[src/rtl/core/ctig_pkg.sv]
// ----------------------------------------------------------------------------
// ctig_pkg
// Types and constant tables for the cube to tetrahedra index generator.
// ----------------------------------------------------------------------------
package ctig_pkg;

  localparam int unsigned NumTets = 6;

  localparam logic [1:0] REG_CUBES_X = 2'd0;
  localparam logic [1:0] REG_CUBES_Y = 2'd1;
  localparam logic [1:0] REG_CUBES_Z = 2'd2;

  typedef logic [2:0] corner_t;
  typedef logic [2:0] offset_t;  // {dx, dy, dz}

  localparam corner_t TET_CORNER [NumTets][4] = '{
    '{3'd3, 3'd5, 3'd1, 3'd2},
    '{3'd3, 3'd5, 3'd4, 3'd0},
    '{3'd3, 3'd5, 3'd2, 3'd4},
    '{3'd4, 3'd3, 3'd0, 3'd6},
    '{3'd3, 3'd5, 3'd0, 3'd1},
    '{3'd1, 3'd5, 3'd7, 3'd2}
  };

  localparam offset_t CORNER_OFS [8] = '{
    3'b000, 3'b100, 3'b111, 3'b101, 3'b011, 3'b010, 3'b001, 3'b110
  };

  typedef struct packed {
    logic        v;
    logic [2:0]  cnt;
    logic [7:0]  rem;
    logic [23:0] quo;
    logic [23:0] idx;
    logic [15:0] cxy;
    logic [23:0] tot;
    logic        err;
  } div1_t;

  typedef struct packed {
    logic        v;
    logic [2:0]  cnt;
    logic [7:0]  rem;
    logic [23:0] quo;
    logic [7:0]  z;
    logic        err;
  } div2_t;

  typedef struct packed {
    logic        v;
    logic [2:0]  cnt;
    logic [7:0]  y;
    logic [7:0]  z;
    logic [8:0]  nz;
    logic [16:0] m;
    logic [16:0] snz;
    logic [23:0] base;
    logic        err;
  } lin_t;

  typedef struct packed {
    logic        v;
    logic [2:0]  t;
    logic [8:0]  nz;
    logic [16:0] snz;
    logic [23:0] base;
    logic        err;
  } emit_t;

  // four restoring division steps, remainder stays below the divisor when that is nonzero
  function automatic logic [31:0] div4(input logic [7:0] r_in, input logic [23:0] q_in,
                                       input logic [7:0] d);
    logic [7:0]  r;
    logic [23:0] q;
    logic [8:0]  t;
    r = r_in;
    q = q_in;
    for (int i = 0; i < 4; i++) begin
      t = {r, q[23]};
      q = {q[22:0], 1'b0};
      if (t >= {1'b0, d}) begin
        t    = t - {1'b0, d};
        q[0] = 1'b1;
      end
      r = t[7:0];
    end
    return {r, q};
  endfunction

endpackage

[src/rtl/core/cube_tetrahedra_index_generator.sv]
// ----------------------------------------------------------------------------
// cube_tetrahedra_index_generator
// A new request is taken whenever busy is low, also while earlier cubes are in
// flight; the pace is set by the 4-bit-per-cycle divider stages and by the six
// results sharing one result port.
// Reset: asynchronous, active low; clears all stages, counts return to 1.
// The receiver cannot stall, results are never held back.
// ----------------------------------------------------------------------------
module cube_tetrahedra_index_generator import ctig_pkg::*; #(
  parameter int MAX_CUBES_PER_AXIS = 255
) (
  input  logic        clk_i,
  input  logic        rst_ni,
  input  logic        start,
  output logic        busy,
  input  logic [23:0] cube_index_i,
  input  logic        cfg_valid_i,
  output logic        cfg_ready_o,
  input  logic [1:0]  cfg_index_i,
  input  logic [7:0]  cfg_data_i,
  output logic        result_valid_o,
  output logic [2:0]  tet_number_o,
  output logic [23:0] vertex_a_o,
  output logic [23:0] vertex_b_o,
  output logic [23:0] vertex_c_o,
  output logic [23:0] vertex_d_o,
  output logic        index_error_o,
  output logic        last_of_cube_o
);

  logic [7:0] cx_q, cy_q, cz_q, clamp;
  div1_t d1_q;
  div2_t d2_q;
  lin_t  ln_q;
  emit_t em_q;
  logic  d1_adv, d2_adv, ln_adv, em_last, em_free, ln_free, d2_free, accept;
  logic [8:0]  ny, nz;
  logic [31:0] dv1, dv2, dl1, dl2;
  logic [25:0] base_w;
  logic [23:0] vtx [4];
  logic [24:0] vsum;

  logic        rv_q, err_q, last_q;
  logic [2:0]  tn_q;
  logic [23:0] va_q, vb_q, vc_q, vd_q;

  assign cfg_ready_o = 1'b1;
  assign clamp = ({2'b0, cfg_data_i} > 10'(MAX_CUBES_PER_AXIS)) ?
                 8'(MAX_CUBES_PER_AXIS) : cfg_data_i;

  always_ff @(posedge clk_i or negedge rst_ni) begin
    if (!rst_ni) begin
      cx_q <= 8'd1;
      cy_q <= 8'd1;
      cz_q <= 8'd1;
    end else if (cfg_valid_i) begin
      case (cfg_index_i)
        REG_CUBES_X: cx_q <= clamp;
        REG_CUBES_Y: cy_q <= clamp;
        REG_CUBES_Z: cz_q <= clamp;
        default: ;
      endcase
    end
  end

  assign ny = {1'b0, cy_q} + 9'd1;
  assign nz = {1'b0, cz_q} + 9'd1;

  // stage handoff
  assign em_last = em_q.v & (em_q.err | (em_q.t == 3'(NumTets - 1)));
  assign em_free = !em_q.v | em_last;
  assign ln_adv  = ln_q.v & (ln_q.cnt == 3'd2) & em_free;
  assign ln_free = !ln_q.v | ln_adv;
  assign d2_adv  = d2_q.v & (d2_q.cnt == 3'd6) & ln_free;
  assign d2_free = !d2_q.v | d2_adv;
  assign d1_adv  = d1_q.v & (d1_q.cnt == 3'd6) & d2_free;
  assign busy    = d1_q.v & !d1_adv;
  assign accept  = start & !busy;

  assign dl1 = div4(8'd0, cube_index_i, cz_q);
  assign dv1 = div4(d1_q.rem, d1_q.quo, cz_q);
  assign dl2 = div4(8'd0, d1_q.quo, cy_q);
  assign dv2 = div4(d2_q.rem, d2_q.quo, cy_q);

  // z fastest: first division by cubes_z
  always_ff @(posedge clk_i or negedge rst_ni) begin
    if (!rst_ni) begin
      d1_q <= '0;
    end else if (accept) begin
      d1_q.v   <= 1'b1;
      d1_q.cnt <= 3'd1;
      d1_q.rem <= dl1[31:24];
      d1_q.quo <= dl1[23:0];
      d1_q.idx <= cube_index_i;
      d1_q.cxy <= {8'd0, cx_q} * {8'd0, cy_q};
      d1_q.err <= 1'b0;
    end else if (d1_q.v) begin
      if (d1_q.cnt != 3'd6) begin
        d1_q.cnt <= d1_q.cnt + 3'd1;
        d1_q.rem <= dv1[31:24];
        d1_q.quo <= dv1[23:0];
      end
      if (d1_q.cnt == 3'd1) d1_q.tot <= {8'd0, d1_q.cxy} * {16'd0, cz_q};
      if (d1_q.cnt == 3'd2) d1_q.err <= d1_q.idx >= d1_q.tot;
      if (d1_adv) d1_q.v <= 1'b0;
    end
  end

  always_ff @(posedge clk_i or negedge rst_ni) begin
    if (!rst_ni) begin
      d2_q <= '0;
    end else if (d1_adv) begin
      d2_q.v   <= 1'b1;
      d2_q.cnt <= 3'd1;
      d2_q.rem <= dl2[31:24];
      d2_q.quo <= dl2[23:0];
      d2_q.z   <= d1_q.rem;
      d2_q.err <= d1_q.err;
    end else if (d2_q.v) begin
      if (d2_q.cnt != 3'd6) begin
        d2_q.cnt <= d2_q.cnt + 3'd1;
        d2_q.rem <= dv2[31:24];
        d2_q.quo <= dv2[23:0];
      end
      if (d2_adv) d2_q.v <= 1'b0;
    end
  end

  // linearize the cube origin over the point grid
  assign base_w = ({9'd0, ln_q.m + {9'd0, ln_q.y}} * {17'd0, ln_q.nz}) + {18'd0, ln_q.z};

  always_ff @(posedge clk_i or negedge rst_ni) begin
    if (!rst_ni) begin
      ln_q <= '0;
    end else if (d2_adv) begin
      ln_q.v   <= 1'b1;
      ln_q.cnt <= 3'd1;
      ln_q.y   <= d2_q.rem;
      ln_q.z   <= d2_q.z;
      ln_q.nz  <= nz;
      ln_q.m   <= {9'd0, d2_q.quo[7:0]} * {8'd0, ny};
      ln_q.snz <= {8'd0, ny} * {8'd0, nz};
      ln_q.err <= d2_q.err;
    end else if (ln_q.v) begin
      if (ln_q.cnt == 3'd1) begin
        ln_q.cnt  <= 3'd2;
        ln_q.base <= base_w[23:0];
      end
      if (ln_adv) ln_q.v <= 1'b0;
    end
  end

  always_ff @(posedge clk_i or negedge rst_ni) begin
    if (!rst_ni) begin
      em_q <= '0;
    end else if (ln_adv) begin
      em_q.v    <= 1'b1;
      em_q.t    <= 3'd0;
      em_q.nz   <= ln_q.nz;
      em_q.snz  <= ln_q.snz;
      em_q.base <= ln_q.base;
      em_q.err  <= ln_q.err;
    end else if (em_q.v) begin
      if (em_last) em_q.v <= 1'b0;
      else         em_q.t <= em_q.t + 3'd1;
    end
  end

  always_comb begin
    offset_t o;
    for (int k = 0; k < 4; k++) begin
      o      = CORNER_OFS[TET_CORNER[em_q.t][k]];
      vsum   = {1'b0, em_q.base} + (o[2] ? {8'd0, em_q.snz} : 25'd0) +
               (o[1] ? {16'd0, em_q.nz} : 25'd0) + {24'd0, o[0]};
      vtx[k] = em_q.err ? 24'd0 : vsum[23:0];
    end
  end

  always_ff @(posedge clk_i or negedge rst_ni) begin
    if (!rst_ni) begin
      rv_q   <= 1'b0;
      err_q  <= 1'b0;
      last_q <= 1'b0;
      tn_q   <= '0;
      va_q   <= '0;
      vb_q   <= '0;
      vc_q   <= '0;
      vd_q   <= '0;
    end else begin
      rv_q   <= em_q.v;
      err_q  <= em_q.err;
      last_q <= em_last;
      tn_q   <= em_q.err ? 3'd0 : em_q.t;
      va_q   <= vtx[0];
      vb_q   <= vtx[1];
      vc_q   <= vtx[2];
      vd_q   <= vtx[3];
    end
  end

  assign result_valid_o = rv_q;
  assign tet_number_o   = tn_q;
  assign vertex_a_o     = va_q;
  assign vertex_b_o     = vb_q;
  assign vertex_c_o     = vc_q;
  assign vertex_d_o     = vd_q;
  assign index_error_o  = err_q & rv_q;
  assign last_of_cube_o = last_q & rv_q;

endmodule

[config.mk]
export PLATFORM = sky130hd
export DESIGN_NAME = cube_tetrahedra_index_generator
export DESIGN_NICKNAME = d
export VERILOG_FILES = /design/src/rtl/core/ctig_pkg.sv /design/src/rtl/core/cube_tetrahedra_index_generator.sv
export SDC_FILE = /design/constraint.sdc
export NUM_CORES = 2
export LEC_CHECK = 0
export BUFFER_PORTS_ARGS = -buffer_cell sky130_fd_sc_hd__buf_2
export CAP_MARGIN = 25
export CORE_MARGIN = 5
export CORE_UTILIZATION = 62
export DETAILED_ROUTE_END_ITERATION = 12
export PLACE_DENSITY = 0.77
export SETUP_SLACK_MARGIN = 0.5
export SLEW_MARGIN = 20
export SYNTH_ARGS = -nofsm -noshare
export SYNTH_HDL_FRONTEND = slang
export SYNTH_SLANG_ARGS = --single-unit
[constraint.sdc]
create_clock -name clk_i -period 11.2 [get_ports clk_i]
set_input_delay 1.68 -clock clk_i [delete_from_list [all_inputs] [get_ports clk_i]]
set_output_delay 1.68 -clock clk_i [all_outputs]
set_load 0.03 [all_outputs]
## Word-level counts from Yosys, hierarchy flattened

Memory sizes are Yosys's and may differ from the RTL's.
Cells that the tools add are included.

- Bits in registers: 415
- Bits in read-only memories: 192
- Input port bits: 38
- Output and inout bits: 104
- Logic and storage cells: 239
- Memories kept: 5

- $add $sub $neg: 35
- Multiply operators: 5
- $lt $le $gt $ge: 22
- Equality and inequality tests: 12
- Mux-type cells: 74
- Bitwise gates (word level): 22
- Reductions and logical operators: 24

Memory list:

| name | depth | bits a word | rd ports | clocked after Yosys merged registers in | write ports | line | text |
|---|---|---|---|---|---|---|---|
| (no name shown) | 8 | 12 | 1 | 0 | 0 | cube_tetrahedra_index_generator.sv:172 | `o = CORNER_OFS[TET_CORNER[em_q.t][k]];` |
| (no name shown) | 8 | 3 | 1 | 0 | 0 | cube_tetrahedra_index_generator.sv:172 |  |
| (no name shown) | 8 | 3 | 1 | 0 | 0 | cube_tetrahedra_index_generator.sv:172 |  |
| (no name shown) | 8 | 3 | 1 | 0 | 0 | cube_tetrahedra_index_generator.sv:172 |  |
| (no name shown) | 8 | 3 | 1 | 0 | 0 | cube_tetrahedra_index_generator.sv:172 |  |

Operators with widths:

| kind | number |
|---|---|
| 2-to-1 mux 36 bit | 4 |
| 2-to-1 mux 8 bit | 16 |
| >= comparator 9 x 8 -> 1 bit | 14 |
| subtractor 8 bit | 14 |
| adder 24 x 1 -> 24 bit | 4 |
| adder 24 x 17 -> 24 bit | 4 |
| adder 24 x 9 -> 24 bit | 4 |
| 2-to-1 mux 24 bit | 4 |
| 2-to-1 mux 35 bit | 2 |
| 2-to-1 mux 17 bit | 4 |
| 2-to-1 mux 9 bit | 4 |
| 2-to-1 mux 3 bit | 11 |
| adder 24 x 8 -> 24 bit | 1 |
| >= comparator 24 bit | 1 |
| multiplier 16 x 8 -> 24 bit | 1 |
| multiplier 17 x 9 -> 24 bit | 1 |
| 2-to-1 mux 12 bit | 2 |
| 2-to-1 mux 1 bit | 23 |
| >= comparator 4 bit, second input constant | 5 |
| NOT 3 -> 4 bit | 5 |
| adder 8 x 1 -> 9 bit, second input constant | 2 |
| adder 17 x 8 -> 17 bit | 1 |
| multiplier 8 x 9 -> 17 bit | 1 |
| multiplier 9 x 9 -> 17 bit | 1 |
| other kinds (20) | 65 |

## Depth between registers and ports, before layout

- Word-level depth: 15
- Depth in mapped cells: 42
- Depth with buffers taken out: 37

## Worst setup path after synthesis

No wires, ideal clock.

- Kind: register to register
- Start point: reg cz_q[1]
- End point: reg d1_q[96] (netlist bit)
- Library setup time: 0.126 ns
- Arrival: 9.277 ns
- Required time: 11.074 ns
- Slack: 1.797 ns
- Stages on the path, launching flop included: 41
- Path buffers: 5
- Period minus slack after synthesis: 9.403 ns
- Cell sequence: dfrtp_1 > clkbuf_1 > clkbuf_1 > inv_1 > ha_1 > nand2b_1 > a21oi_1 > o31ai_1 > a21o_1 > clkbuf_1 > mux2_2 > ha_1 > o21ai_0 > a21oi_1 > o31ai_1 > a21oi_1 > nor4_2 > clkbuf_1 > [5 not listed] > o21a_1 > a211oi_1 > mux2i_1 > clkbuf_1 > nand2_1 > o21ai_0 > inv_1 > ha_1 > nor2b_1 > o21ai_0 > a21boi_0 > o21ai_0 > a21oi_1 > o31ai_1 > nand2b_1 > nor2_1 > o32ai_1 > a221o_1

- Word-level cells in the longest chain between the ends: 11
- Elaborated cells on any way between the ends: 27
- Those cells by class: add/sub: 8; order compare: 8; mux: 11

Ends and longest elaborated chain:

| element | line | text |
|---|---|---|
| from (decl) | cube_tetrahedra_index_generator.sv:31 | `logic [7:0] cx_q, cy_q, cz_q, clamp;` |
| from (signal assigned) | cube_tetrahedra_index_generator.sv:60 | `REG_CUBES_Z: cz_q <= clamp;` |
| subtractor 8 bit or >= comparator 9 x 8 -> 1 bit (tied branches) | ctig_pkg.sv:82, ctig_pkg.sv:81 |  |
| 2-to-1 mux 8 bit | ctig_pkg.sv:81 | `if (t >= {1'b0, d}) begin` |
| subtractor 8 bit or >= comparator 9 x 8 -> 1 bit (tied branches) | ctig_pkg.sv:82, ctig_pkg.sv:81 |  |
| 2-to-1 mux 8 bit | ctig_pkg.sv:81 |  |
| subtractor 8 bit or >= comparator 9 x 8 -> 1 bit (tied branches) | ctig_pkg.sv:82, ctig_pkg.sv:81 |  |
| 2-to-1 mux 8 bit | ctig_pkg.sv:81 |  |
| subtractor 8 bit or >= comparator 9 x 8 -> 1 bit (tied branches) | ctig_pkg.sv:82, ctig_pkg.sv:81 |  |
| 2-to-1 mux 8 bit | ctig_pkg.sv:81 |  |
| 2-to-1 mux 35 bit | cube_tetrahedra_index_generator.sv:98 | `if (d1_q.cnt != 3'd6) begin` |
| 2-to-1 mux 36 bit | cube_tetrahedra_index_generator.sv:97 | `end else if (d1_q.v) begin` |
| 2-to-1 mux 36 bit * | cube_tetrahedra_index_generator.sv:89 | `end else if (accept) begin` |
| to (decl) | cube_tetrahedra_index_generator.sv:32 | `div1_t d1_q;` |

Mark *: on every way between the ends. The rest lies on a longest branch, timed or not. The select of a mux whose other input is x is not followed.
A chain may end at the register's enable or synchronous reset.

## Worst setup path in the final report

- Start point: reg cz_q[6]
- End point: reg d1_q[96] (netlist bit)

- Word-level cells in the longest chain between the ends: 11
- Elaborated cells on any way between the ends: 27
- Those cells by class: add/sub: 8; order compare: 8; mux: 11

Ends and longest elaborated chain:

| element | line |
|---|---|
| subtractor 8 bit or >= comparator 9 x 8 -> 1 bit (tied branches) | ctig_pkg.sv:82, ctig_pkg.sv:81 |
| 2-to-1 mux 8 bit | ctig_pkg.sv:81 |
| subtractor 8 bit or >= comparator 9 x 8 -> 1 bit (tied branches) | ctig_pkg.sv:82, ctig_pkg.sv:81 |
| 2-to-1 mux 8 bit | ctig_pkg.sv:81 |
| >= comparator 9 x 8 -> 1 bit or subtractor 8 bit (tied branches) | ctig_pkg.sv:81, ctig_pkg.sv:82 |
| 2-to-1 mux 8 bit | ctig_pkg.sv:81 |
| subtractor 8 bit or >= comparator 9 x 8 -> 1 bit (tied branches) | ctig_pkg.sv:82, ctig_pkg.sv:81 |
| 2-to-1 mux 8 bit | ctig_pkg.sv:81 |
| 2-to-1 mux 35 bit | cube_tetrahedra_index_generator.sv:98 |
| 2-to-1 mux 36 bit | cube_tetrahedra_index_generator.sv:97 |
| 2-to-1 mux 36 bit * | cube_tetrahedra_index_generator.sv:89 |

Marked as above.

==> results.ini <==
[run_status]
status=complete, no violations

[grt]
grt_pass1_wl_um=173100
grt-ovfl-total=0
antenna_found_initial=0
track_usage=0.2831
grt_start_max_net_pins=116
first_global_vias=33610

[yosys]
synth_area_per_cell_um2=9.092
synthDistinctLibCells=91
ys.warnings.count=0
syn-num-nets=5607
synth_seq_cells=414
ys_seq_area_frac=0.2417
async_flop_share=1.000
synth_edf_count=0
yosys_most_used_dff=dfrtp_1
syn_inst=4715
netlist_area_um2=42870

[clock_tree]
ctsRootBufferMaster=clkbuf_16
tritoncts=yes
clk-insertion-delay-late_ps=630
ctsResizeCount=0
clock-sinks=414
cts_buffers=48
hold_buffers=0
clockBufferDepth=3
clk_pin_slew_ps=60
postCtsSetupRepairBufs=0
cts.htree.levels=2

[worst_setup_path]
critPathLaunchType=register
crit_slowest_cell=dfrtp_1
worstPathMaxFanout=21
cp-end-kind=register
worstPathRequired_ps=11700
cpPeakStageDelay_ps=790
cp_common_cell=o21ai_0
worstSetupPathType=reg2reg
cp.arrival_ps=10320

[sta]
post-route-min-period_ps=9822
finalHoldWorstSlack_ps=448.8
tightest_slew_ps=1045
finalCritPeriodShare=0.8770
slew_headroom=0.3035
finalClockSkew_ps=66.64
final_hold_viol_count=0
slew_violations=0
finalSetupViolations=0
rsz0062_at_grt=no
setup_tns_ps=0
max_freq_mhz=101.8

[detailed_routing]
final_antenna_net_count=0
drc_errors=0
first_pass_iters=7
drt-initial-drc-count=2386
wirelength_um=105000
routedWlPerCell_um=18.24
via_count=33160
viasPerCell=5.759

[run]
maxCapViolations=0

[layout]
final_net_count=5679
post-route-util=0.6735
drive_gt1_frac=0.09097
area_growth_pct=7.749
diodes=0
n_fill_cell=5470

[placement]
gp_congestion=0.9610
hpwl_um=82030
port_buffers=140

[floorplanning]
ioPinCount=142
die_h_um=273.0
coreArea_um2=68590
initial_utilization=0.6251
die_w_um=273.0
num_rows=96
dieArea_um2=74500

[min_path]
hp-class=reg2reg

## final timing paths
check                         from              to  slack [ps]  depth (start not counted)
max                        cz_q[6]        d1_q[96]        1380                         37
max in group asynchronous   rst_ni         cy_q[4]        8010                          3
min                        d2_q[0]         ln_q[0]         450                          2
max reg2reg                cz_q[6]        d1_q[96]        1380                         37
min reg2reg                d2_q[0]         ln_q[0]         450                          2
min in group asynchronous   rst_ni  vertex_c_o[16]        1110                          1
## state kept, by name, indices dropped and copies added, names as in the netlist
signal,count
ln_q,87
em_q,55
vertex_a_o,24
result_valid_o,1
d2_q,45
vertex_b_o,24
vertex_c_o,24
cz_q,8
vertex_d_o,24
err_q,1
last_q,1
tet_number_o,3
cx_q,8
cy_q,8
d1_q,101
## through the flow
stage	cell area, um^2	cells	setup slack (ps)
floorplan	42870	4715	1797
global placement	44490	5666	1459
detailed placement	44500	5668	1324
CTS	46190	5757	1276
global route	46190	5757	602.5
finish	46190	5757	1378
## critical path, delay by kind of cell (launching register included)
family	cells	cell delay, ps
AOI/OAI and AO/OA	17	3980
and+or+nand+nor	8	1820
adders and majority gates	4	1350
muxes	3	890
buffers and inverters	5	830
DFF	1	790
## layer usage
layer | wire length [um] | track usage | vias up
met2 | 51930 | 0.4956 | 868
met5 | 0 | 0 | -
li1 | - | - | 15780
met1 | 43630 | 0.3651 | 16280
met4 | 4470 | 0.1087 | 0
met3 | 4973 | 0.02827 | 229
## cell usage in the layout (no fill, tap or decap), types with 53 or more instances in the layout
master and instances:
fa_1 375, xnor2_1 136, dfrtp_1 410, nor2_1 242
nand2_1 721, nor2b_1 82, nand3_1 56, inv_1 503
buf_2 140, ha_1 479, a21oi_1 166, nor3_1 53
and2_1 293, o21ai_0 220, mux2_2 114, nand2b_1 54
a21o_1 80, xor2_1 100
## synthesized netlist by cell type, drive strengths merged, types with 11 or more instances
cell type,count,area [um^2]
nand2,723,2716
inv,504,1892
ha,479,5993
dfrtp,411,10280
fa,375,7507
and2,294,1839
nor2,244,918.4
o21ai,223,1120
a21oi,171,870.8
xnor2,136,1191
clkbuf,131,491.7
mux2,120,1374
xor2,101,884.6
nor2b,82,513.0
a21o,80,600.6
nand3,57,285.3
nand2b,54,337.8
nor3,54,275.3
mux2i,45,462.9
buf,34,155.1
a211oi,26,195.2
o21a,26,195.2
or3,26,162.7
a22oi,24,180.2
o21bai,24,180.2
o31ai,24,180.2
nand4,23,143.9
and3,21,131.4
a222oi,20,200.2
a21boi,16,120.1
or2,15,93.84
a31oi,14,87.58
nor4,14,93.84
o221ai,11,108.9
o31a,11,96.34
## cell type report
type	instances	area [um^2]	area share
Timing Repair Buffer	187	1061	0.02297
Multi-Input combinational cell	3632	30020	0.6498
Tap cell	931	1165	0.02522
Inverter	504	1892	0.04096
Clock buffer	67	1373	0.02971
Clock inverter	22	316.6	0.006853
Sequential cell	414	10370	0.2244
## kinds of logic (layout without fill, tap and decap cells)
kind of cell,Yosys count,after routing,synth area share
and+or+nand+nor,1627,1627,0.1791
buffers and inverters,669,780,0.05922
DFF,414,414,0.2417
adders and majority gates,854,854,0.3149
xor gates and xnor gates,237,237,0.04842
other,1,1,0.00008747
AOI/OAI and AO/OA,748,748,0.1137
muxes,165,165,0.04285
Power is not shown: default switching activity piles up to over one toggle a cycle in this logic, so the estimate is an artifact.
